## src/rtl/mcht_pkg.sv

```systemverilog
// ----------------------------------------------------------------------------
// Monotone convex hull trick package
// Shared widths, operation codes, status codes and controller/datapath types.
// ----------------------------------------------------------------------------
package mcht_pkg;

    localparam int LineDepthDefault = 1024;

    localparam int InterceptWidth = 48;
    localparam int SlopeWidth     = 24;
    localparam int ValueWidth     = 49;
    localparam int DiffIWidth     = 49;
    localparam int DiffSWidth     = 25;
    localparam int ProdWidth      = DiffIWidth + DiffSWidth;

    // Split of the intercept difference for the two-step product.
    localparam int MulLoWidth     = 25;
    localparam int MulPartWidth   = MulLoWidth + 1 + DiffSWidth;

    localparam logic [1:0] OP_INSERT = 2'd0;
    localparam logic [1:0] OP_QUERY  = 2'd1;
    localparam logic [1:0] OP_CLEAR  = 2'd2;

    localparam logic [1:0] ST_OK    = 2'd0;
    localparam logic [1:0] ST_EMPTY = 2'd1;
    localparam logic [1:0] ST_FULL  = 2'd2;

    // Read port selection for the line store.
    localparam logic [2:0] RD_BACK1 = 3'd0;
    localparam logic [2:0] RD_BACK2 = 3'd1;
    localparam logic [2:0] RD_BACK3 = 3'd2;
    localparam logic [2:0] RD_FRONT = 3'd3;
    localparam logic [2:0] RD_NEXT  = 3'd4;

    typedef struct packed {
        logic       clear;      // empty the store
        logic       write_new;  // write the input line at the back
        logic       load_x;     // latch the query abscissa
        logic       rd_en;      // issue a store read
        logic [2:0] rd_sel;     // which slot to read
        logic       cap_a;      // latch read data as line a (or front)
        logic       cap_b;      // latch read data as line b (or next)
        logic       cap_c;      // latch read data as line c
        logic       mul1;       // work on the first product pair
        logic       mul2;       // work on the second product pair
        logic       mul_hi;     // upper half of the current product pair
        logic       prune;      // drop line b (copy c into its slot)
        logic       pop_front;  // advance the front pointer
        logic       eval_front; // evaluate captured front line at x
        logic       eval_next;  // evaluate captured next line at x
    } t_cmd;

    typedef struct packed {
        logic full;
        logic empty;
        logic ge3;
        logic ge2;
        logic keep;     // both hull tests pass
        logic next_gt;  // next line value strictly greater
    } t_stat;

endpackage

```

## src/rtl/mcht_ctrl.sv

```systemverilog
// ----------------------------------------------------------------------------
// Monotone convex hull trick controller
// Sequences inserts with back pruning, queries with front popping, and clear.
// ----------------------------------------------------------------------------
module mcht_ctrl (
    input  logic             i_clk,
    input  logic             i_rst_n,
    input  logic             i_in_valid,
    output logic             o_in_ready,
    input  logic [1:0]       i_opcode,
    output logic             o_out_valid,
    input  logic             i_out_ready,
    output logic [1:0]       o_status,
    output logic             o_value_sel,
    input  mcht_pkg::t_stat  i_stat,
    output mcht_pkg::t_cmd   o_cmd
);

    localparam logic [4:0] S_IDLE   = 5'd0;
    localparam logic [4:0] S_IRD1   = 5'd1;
    localparam logic [4:0] S_IRD2   = 5'd2;
    localparam logic [4:0] S_IRD3   = 5'd3;
    localparam logic [4:0] S_ICAP   = 5'd4;
    localparam logic [4:0] S_IMUL1  = 5'd5;
    localparam logic [4:0] S_IMUL1H = 5'd6;
    localparam logic [4:0] S_IMUL2  = 5'd7;
    localparam logic [4:0] S_IMUL2H = 5'd8;
    localparam logic [4:0] S_IDEC   = 5'd9;
    localparam logic [4:0] S_QCAPF  = 5'd10;
    localparam logic [4:0] S_QEVF   = 5'd11;
    localparam logic [4:0] S_QRD    = 5'd12;
    localparam logic [4:0] S_QCAP   = 5'd13;
    localparam logic [4:0] S_QEVAL  = 5'd14;
    localparam logic [4:0] S_QDEC   = 5'd15;
    localparam logic [4:0] S_OUT    = 5'd16;

    logic [4:0] r_state, n_state;
    logic [1:0] r_status, n_status;
    logic       r_vsel, n_vsel;

    always_ff @(posedge i_clk) begin
        if (!i_rst_n) begin
            r_state  <= S_IDLE;
            r_status <= mcht_pkg::ST_OK;
            r_vsel   <= 1'b0;
        end else begin
            r_state  <= n_state;
            r_status <= n_status;
            r_vsel   <= n_vsel;
        end
    end

    always_comb begin
        n_state  = r_state;
        n_status = r_status;
        n_vsel   = r_vsel;
        o_cmd    = '0;
        o_in_ready  = 1'b0;
        o_out_valid = 1'b0;
        unique case (r_state)
            S_IDLE: begin
                o_in_ready = 1'b1;
                if (i_in_valid) begin
                    n_status = mcht_pkg::ST_OK;
                    n_vsel   = 1'b0;
                    n_state  = S_OUT;
                    case (i_opcode)
                        mcht_pkg::OP_INSERT: begin
                            if (i_stat.full) begin
                                n_status = mcht_pkg::ST_FULL;
                            end else begin
                                o_cmd.write_new = 1'b1;
                                n_state = S_IRD1;
                            end
                        end
                        mcht_pkg::OP_QUERY: begin
                            if (i_stat.empty) begin
                                n_status = mcht_pkg::ST_EMPTY;
                            end else begin
                                n_vsel       = 1'b1;
                                o_cmd.load_x = 1'b1;
                                o_cmd.rd_en  = 1'b1;
                                o_cmd.rd_sel = mcht_pkg::RD_FRONT;
                                n_state = S_QCAPF;
                            end
                        end
                        mcht_pkg::OP_CLEAR: o_cmd.clear = 1'b1;
                        default: ;
                    endcase
                end
            end
            S_IRD1: begin
                if (!i_stat.ge3) begin
                    n_state = S_OUT;
                end else begin
                    o_cmd.rd_en  = 1'b1;
                    o_cmd.rd_sel = mcht_pkg::RD_BACK1;
                    n_state = S_IRD2;
                end
            end
            S_IRD2: begin
                o_cmd.cap_c  = 1'b1;
                o_cmd.rd_en  = 1'b1;
                o_cmd.rd_sel = mcht_pkg::RD_BACK2;
                n_state = S_IRD3;
            end
            S_IRD3: begin
                o_cmd.cap_b  = 1'b1;
                o_cmd.rd_en  = 1'b1;
                o_cmd.rd_sel = mcht_pkg::RD_BACK3;
                n_state = S_ICAP;
            end
            S_ICAP: begin
                o_cmd.cap_a = 1'b1;
                n_state = S_IMUL1;
            end
            S_IMUL1: begin
                o_cmd.mul1 = 1'b1;
                n_state = S_IMUL1H;
            end
            S_IMUL1H: begin
                o_cmd.mul1   = 1'b1;
                o_cmd.mul_hi = 1'b1;
                n_state = S_IMUL2;
            end
            S_IMUL2: begin
                o_cmd.mul2 = 1'b1;
                n_state = S_IMUL2H;
            end
            S_IMUL2H: begin
                o_cmd.mul2   = 1'b1;
                o_cmd.mul_hi = 1'b1;
                n_state = S_IDEC;
            end
            S_IDEC: begin
                if (i_stat.keep) begin
                    n_state = S_OUT;
                end else begin
                    o_cmd.prune = 1'b1;
                    n_state = S_IRD1;
                end
            end
            S_QCAPF: begin
                o_cmd.cap_a = 1'b1;
                n_state = S_QEVF;
            end
            S_QEVF: begin
                o_cmd.eval_front = 1'b1;
                n_state = S_QRD;
            end
            S_QRD: begin
                // The line after the front is only examined while two are held.
                if (!i_stat.ge2) begin
                    n_state = S_OUT;
                end else begin
                    o_cmd.rd_en  = 1'b1;
                    o_cmd.rd_sel = mcht_pkg::RD_NEXT;
                    n_state = S_QCAP;
                end
            end
            S_QCAP: begin
                o_cmd.cap_b = 1'b1;
                n_state = S_QEVAL;
            end
            S_QEVAL: begin
                o_cmd.eval_next = 1'b1;
                n_state = S_QDEC;
            end
            S_QDEC: begin
                if (i_stat.next_gt) begin
                    o_cmd.pop_front = 1'b1;
                    n_state = S_QRD;
                end else begin
                    n_state = S_OUT;
                end
            end
            S_OUT: begin
                o_out_valid = 1'b1;
                if (i_out_ready) begin
                    n_state = S_IDLE;
                end
            end
            default: n_state = S_IDLE;
        endcase
    end

    assign o_status    = r_status;
    assign o_value_sel = r_vsel;

endmodule

```

## config.mk

```make
export PLATFORM = sky130hd
export DESIGN_NAME = mcht_ctrl
export DESIGN_NICKNAME = d
export VERILOG_FILES = /design/src/rtl/mcht_pkg.sv /design/src/rtl/mcht_ctrl.sv
export SDC_FILE = /design/constraint.sdc
export NUM_CORES = 1
export LEC_CHECK = 0
export BUFFER_PORTS_ARGS = -buffer_cell sky130_fd_sc_hd__buf_2
export CORE_ASPECT_RATIO = 0.7
export CORE_MARGIN = 2
export CORE_UTILIZATION = 30
export CTS_BUF_LIST = sky130_fd_sc_hd__clkbuf_4 sky130_fd_sc_hd__clkbuf_8
export CTS_CLUSTER_DIAMETER = 120
export DETAILED_ROUTE_END_ITERATION = 7
export GPL_TIMING_DRIVEN = 0
export MAX_ROUTING_LAYER = met4
export PLACE_DENSITY = 0.66
export SYNTH_ARGS = -nofsm -noshare
export SYNTH_HDL_FRONTEND = slang
export SYNTH_SLANG_ARGS = --single-unit
```

## constraint.sdc

```tcl
create_clock -name i_clk -period 2.02 [get_ports i_clk]
set_clock_uncertainty 0.05 [all_clocks]
set_input_delay 0.101 -clock i_clk [delete_from_list [all_inputs] [get_ports i_clk]]
set_output_delay 0.101 -clock i_clk [all_outputs]
set_load 0.01 [all_outputs]
```

==> impl_results.md, run 1 <==
- Outcome: finished clean
- Seq pwr share: between 30% and 40%
- Final setup viols: 0
- Net count after synthesis: 116
- Comb power frac: about a third
- F_max: approximately 530 MHz
- Skew-Pair Late Insertion Delay: approximately 0.25 ns
- Power per cell area: between 400 and 500 nW/µm²
- Top post-synthesis cells by area: dfxtp_1 (22%), nor2b_1 (8.6%), nand2_1 (6.7%)
- Floorplan row count: 14
- Pwr Total: roughly 450 µW
- Vias: roughly 900
- CTS Buf Count: 3
- Top Layer Used: met3
- CTS H-tree lvls: 1
- Reg-to-reg setup timing slack: 0.38 ns
- Final Core Density: a little over two fifths
- Async set or reset register ratio after synthesis: 0%
- Worst setup path class: reg -> out
- CTS tree: yes
- Starting Density: approximately 33%
- Post-Route WL: between 2 and 2.5 mm
- Post-route DRC: 0
- Sw Share: between 30% and 40%
- Final ANT Viol Nets: 0
- Layout cells sized above 1: 33.8%
- Hpwl dp: approximately 1.7 mm
- Leakage: ~0.45 nW
- Final Max Slew Viols: 0
- Die Area: between 2000 and 3000 µm²
- Worst R2R Path Depth: 5
- Vias per inst: between 5 and 6
- All-Layer GR Usage: between 10% and 20%
- Fill count: between 200 and 300
- Yosys reg bits: 8
- Area Overhead vs Synth: 32.0%
- First-pass GRT wire length: around 3.5 mm
- Hold Crit Class: in -> reg
- Slew @ Worst Pin: between 0.5 and 0.6 ns
- Ports: 34
- Largest net degree at the start of global routing: 11
- Hold wc startpoint: i_out_ready
- Peak VDD IR: between 300 and 400 µV
- Top cell type's share of synthesized area: between 20% and 30%
- GPL Wtd Cong: roughly 0.8
- Hold Path End: r_state[4]
- Aggregate global routing overflow: 0
- Final hold vios: 0
- Height of the die: ~45 µm
- Most common flop cell mapped by yosys: dfxtp_1
- Met2 Wirelength: about 930 µm
- RSZ-0062 raised after global routing: no
- CP max FO: 10
- Largest area contributor in the netlist: dfxtp_1
- Horiz. Die Dim: 63.0 µm
- R2R Path End: o_status[1]
- EDFF count, synth: 0
- Starting DRT DRC Count: 25
- Hold depth: 3
- Avg Cell Area, Syn: around 7 µm²
- M1 WL: approximately 1.1 mm
- Max-cap viol count: 0
- Wire length per cell: ~12 µm
- Hold_buf cts: 0
- Post-cts sizing count: 2
- CTS clk-pin slew, worst paths: around 0.050 ns
- NetSw: between 150 and 200 µW
- Clock power share: between 20% and 30%
- Synth Cell Area: 731 µm²
- Clock root cell: clkbuf_4
- Fin Setup TNS: 0 ns
- Clock tree buffer depth: 2
- Reg2Reg Launch Point: r_state[0]
- Post-CTS Setup Repair Bufs: 0
- Mapped Cells: between 100 and 150
- Core ar.: around 2200 µm²
- Syn. warnings: 0
- Nets: about 150
- Arr. time, crit path: between 1.5 and 2 ns
- Period minus WS final: between 1.5 and 2 ns
- Pre-antenna DRT Iters: 4
- Vias in the first global route: slightly below 800
- Cell Int Power: 302 µW
- Clock sinks: 8
- Worst rel slew slack: 61.1%
- # port buffers: 33
- WL met3: approximately 140 µm
- Period utilization: a little over 90%
- Sequential element share of the synthesized area: roughly 22%
- Netlist cell types: 39
- Worst Setup End Kind: output pin
- Worst endpoint required time: approximately 1.9 ns
- CP startpoint kind: flip-flop
- N_diodes: 0
- Initial antenna violation count: 0
Yosys cell counts, types with 2 or more instances:
cell	number
a21o_1	3
nor2b_1	10
dfxtp_1	8
o21ai_0	6
nand2b_1	3
a21oi_1	3
nor3_1	5
nand3_1	3
or2_2	3
a21boi_0	3
nand2_1	13
inv_1	4
clkbuf_1	5
or3_1	2
nor2_1	8
a211oi_1	2
power by group through the flow:
| stage | registers [mW] | logic (mW) | clock network (mW) |
|---|---|---|---|
| 2_1_floorplan | 0.177 | 0.103 | 0 |
| 3_3_place_gp | 0.177 | 0.153 | 0 |
| 3_5_place_dp | 0.178 | 0.156 | 0 |
| 4_1_cts | 0.175 | 0.159 | 0.124 |
| 5_1_grt | 0.175 | 0.175 | 0.139 |
| 6_report | 0.175 | 0.159 | 0.120 |
cells in the final DEF, fill, tap and decap left out, types with 2 or more instances in the layout:
cell type / instances
buf_2: 34
nand2_1: 13
nor2b_1: 10
dfxtp_1: 8
nor2_1: 7
o21ai_0: 6
nor3_1: 5
inv_1: 4
clkbuf_1: 3
nand2b_1: 3
or2_2: 3
a21oi_1: 3
a21o_1: 3
a21boi_0: 3
clkbuf_4: 3
or3_1: 2
nand3_2: 2
nand3_1: 2
a211oi_1: 2
sequential cells by signal, summed over array words and instances (netlist names):
name / count
o_value_sel: 1
o_status: 2
r_state: 5
through the flow:
stage | hold slack [ns] | instances | area, µm² | setup WS (ns)
2_1_floorplan | 0.202 | 104 | 731 | 0.466
3_3_place_gp | 0.326 | 169 | 936 | 0.263
3_5_place_dp | 0.333 | 169 | 936 | 0.252
4_1_cts | 0.0647 | 172 | 965 | 0.0138
5_1_grt | 0.0672 | 171 | 965 | 0.0490
6_report | 0.0731 | 171 | 965 | 0.130
final cells by class:
cell class                 instances  area, µm²  area share [%]
timing repair buffer              33        165            17.1
clock buffer                       3       22.5            2.33
inverter                           4       15.0            1.56
sequential                         8        160            16.6
tap                               32       40.0            4.15
buffer                             6       32.5            3.37
multi-input combinational         85        529            54.9
per-layer routing:
layer,up-vias,track usage (%)
met5,-,-
met4,0,2.67
met3,0,5.24
met2,40,24.7
met1,417,21.8
li1,438,-
worst max path at each step:
stage	start	to	slack (ns)
after detailed placement	r_state[2]	o_cmd[13]	0.25
final	r_state[2]	o_cmd[13]	0.13
after floorplan	r_state[0]	o_cmd[10]	0.47
after global placement	r_state[2]	o_cmd[13]	0.26
after CTS	r_state[0]	o_cmd[13]	0.01
after global routing	r_state[0]	o_cmd[11]	0.05
worst max-delay path, stage by stage, from the launching register on:
cell      delay [ns]
dfxtp_1         0.42
clkbuf_2        0.26
nand2_1         0.13
nor2_2          0.17
nand3_1         0.19
o211ai_1        0.15
buf_2           0.16
kinds of logic after synthesis:
group / share of synthesized area, %
and+or+nand+nor: 43.2
AOI/OAI and AO/OA: 25.5
buffers and inverters: 6.85
DFF: 21.9
xor gates and xnor gates: 1.20
muxes: 1.37
Power figures use the tool's default switching activity.
==> run 2, diff against run 1 <==
--- a/config.mk
+++ b/config.mk
@@ -6,7 +6,6 @@
 export NUM_CORES = 1
 export LEC_CHECK = 0
 export BUFFER_PORTS_ARGS = -buffer_cell sky130_fd_sc_hd__buf_2
-export CORE_ASPECT_RATIO = 0.7
 export CORE_MARGIN = 2
 export CORE_UTILIZATION = 30
 export CTS_BUF_LIST = sky130_fd_sc_hd__clkbuf_4 sky130_fd_sc_hd__clkbuf_8
==> run 2 against run 1 <==
- combinational power fell by 3%
- critical endpoint unchanged
- die area fell by 0.22%
- final area fell by 0.65%
- global-route usage rose by 0.61 points
- flip-flop and latch count did not move
- non-clock buffer count did not move
==> impl_results.md, run 2 (synthesis gave the netlist of run 1 again) <==
- Final ANT Viol Nets: 0 (unchanged)
- CP endpoint: o_cmd[13]
- RSZ-0062 raised after global routing: no
- CP startpoint kind: flip-flop
- Final Core Density: 42.5% (-0.86 points)
- Worst rel slew slack: 68.1% (+6.9 points)
- R2R Path End: o_status[1]
- CTS Buf Count: 3 (unchanged)
- GR Util met3: 5.08% (-0.15 points)
- Arr. time, crit path: 1.72 ns (-0.02 ns)
- Worst setup path class: reg -> out
- Worst R2R Path Depth: 5 (unchanged)
- Max-cap viol count: 0 (unchanged)
- Core ar.: 2250 µm² (+1.3%)
- Final Non-Filler Cells: 167 (-2.3%)
- Die Area: 2850 µm² (-0.22%)
- Met1 Usage GRT: 19.6% (-2.3 points)
- Post-Route WL: 2.06 mm (-3.5%)
- Clock tree buffer depth: 2 (unchanged)
- Outcome: finished clean
- Post-CTS Setup Repair Bufs: 0 (unchanged)
- Commonest non-fill, non-tap cell in the layout: buf_2
- Final setup margin: 0.147 ns (+0.0165 ns)
- Pre-antenna DRT Iters: 4 (unchanged)
- Fin Setup TNS: 0 ns (unchanged)
- Leading cell types in the layout, fill and taps excluded: buf_2 (34), nand2_1 (13), nor2b_1 (10), dfxtp_1 (8), nor2_1 (7)
- Skew-Pair Late Insertion Delay: 0.25 ns (about the same)
- Vias in the first global route: 794 (+2.3%)
- Starting Density: 32.4% (-0.44 points)
- CP max FO: 10 (unchanged)
- CTS H-tree lvls: 1 (unchanged)
- GPL Wtd Cong: 0.881 (+11%)
- Aggregate global routing overflow: 0 (unchanged)
- Seq. cell area: 160 µm² (unchanged)
- Hold_buf cts: 0 (unchanged)
- Floorplan row count: 17 (+3)
- Wire length per cell: 12.3 µm (-1.2%)
- Period utilization: 92.7% (-0.82 points)
- Placed inst area: 931 µm² (-0.53%)
- Post-route DRC: 0 (unchanged)
- Largest register FFs: 5 (unchanged)
- Leakage: 0.453 nW (-0.11%)
- CTS clk-pin slew, worst paths: 0.05 ns (about the same)
- Top reg by flops: r_state
- Initial antenna violation count: 0 (unchanged)
- Hold depth: 3 (unchanged)
- N_diodes: 0 (unchanged)
- Vias per inst: 5.12 (-2.2%)
- Clock root cell: clkbuf_4
- Power per cell area: 469 nW/µm² (-0.17%)
- Placed Instances: 165 (-2.4%)
- GRT busiest layer: met2
- Crit path from: r_state[2]
- Hold wc startpoint: i_out_ready
- Peak VDD IR: 348 µV (+6.3%)
- Ports: 34 (unchanged)
- Worst endpoint required time: 1.87 ns (about the same)
- Clock sinks: 8 (unchanged)
- Reg-to-reg setup timing slack: 0.39 ns (about the same)
- CTS tree: yes
- Worst Setup End Kind: output pin
- Final Max Slew Viols: 0 (unchanged)
- Vias: 855 (-4.5%)
- Area Overhead vs Synth: 31.2%
- Hold Crit Class: in -> reg
- All-Layer GR Usage: 17.0% (+0.61 points)
- # port buffers: 33 (unchanged)
- Starting DRT DRC Count: 14 (-44%)
- Multi-input logic area: 528 µm² (-0.24%)
- DP Worst Slack: 0.225 ns (-0.0262 ns)
- Hpwl dp: 1.67 mm (-1.1%)
- Horiz. Die Dim: 53.4 µm (-15%)
- Nets: 153 (unchanged)
- Height of the die: 53.4 µm (+18%)
- Design area: 958 µm² (-0.65%)
- Period minus WS final: 1.87 ns (-0.0165 ns)
- Reg2Reg Launch Point: r_state[0]
- F_max: 534 MHz (+0.88%)
- Final setup viols: 0 (unchanged)
- Final hold vios: 0 (unchanged)
- Slew @ Worst Pin: 0.467 ns (-0.110 ns)
- First-pass GRT wire length: 3.42 mm (-1.0%)
- Layout cells sized above 1: 33.1% (-0.72 points)
- Fill count: 261 (+3.2%)
- Largest net degree at the start of global routing: 11 (unchanged)
- Met2 usage in global routing: 29.2% (+4.5 points)
-- run 2: worst max-delay path, stage by stage (launching register included) --
cell	delay [ns]
dfxtp_1	0.45
clkbuf_2	0.26
nand2_1	0.14
nor2_2	0.19
nand3_1	0.17
o211ai_1	0.12
buf_2	0.15
-- run 2: worst min-delay path by stage --
| stage | to |
|---|---|
| finish | r_state[4] |
| global route | r_state[4] |
| CTS | r_state[4] |
| detailed placement | r_state[4] |
| global placement | r_state[4] |
| floorplan | o_cmd[16] |
-- run 2: metrics by stage --
stage	power (mW)	hold WS (ns)
after global placement	0.331	0.326
after detailed placement	0.333	0.330
after floorplan	0.280	0.202
final	0.450	0.0659
after CTS	0.459	0.0559
after global routing	0.487	0.0600
-- run 2: what timing repair did --
action                     in CTS  in global routing
setup endpoints to repair       1                  6
pin swaps                       0                  0
resized for setup               2                  1
-- run 2: area by class of cell --
class,count,area share [%]
clock buffer,3,2.35
buffer,6,3.39
timing repair buffer,33,17.2
sequential,8,16.7
multi-input combinational,85,55.1
tap,28,3.66
inverter,4,1.57
-- run 2: per-layer routing --
| layer | routed length (µm) | vias up |
|---|---|---|
| met2 | 946 | 38 |
| li1 | - | 437 |
| met1 | 955 | 380 |
| met4 | 0 | 0 |
| met3 | 153 | 0 |
| met5 | 0 | - |
-- run 2: power breakdown --
group / total [mW] / internal (mW) / switching (mW)
Sequential: 0.175 / 0.166 / 0.00957
Clock: 0.120 / 0.0678 / 0.0524
Combinational: 0.154 / 0.0678 / 0.0865
Total: 0.450 / 0.301 / 0.149
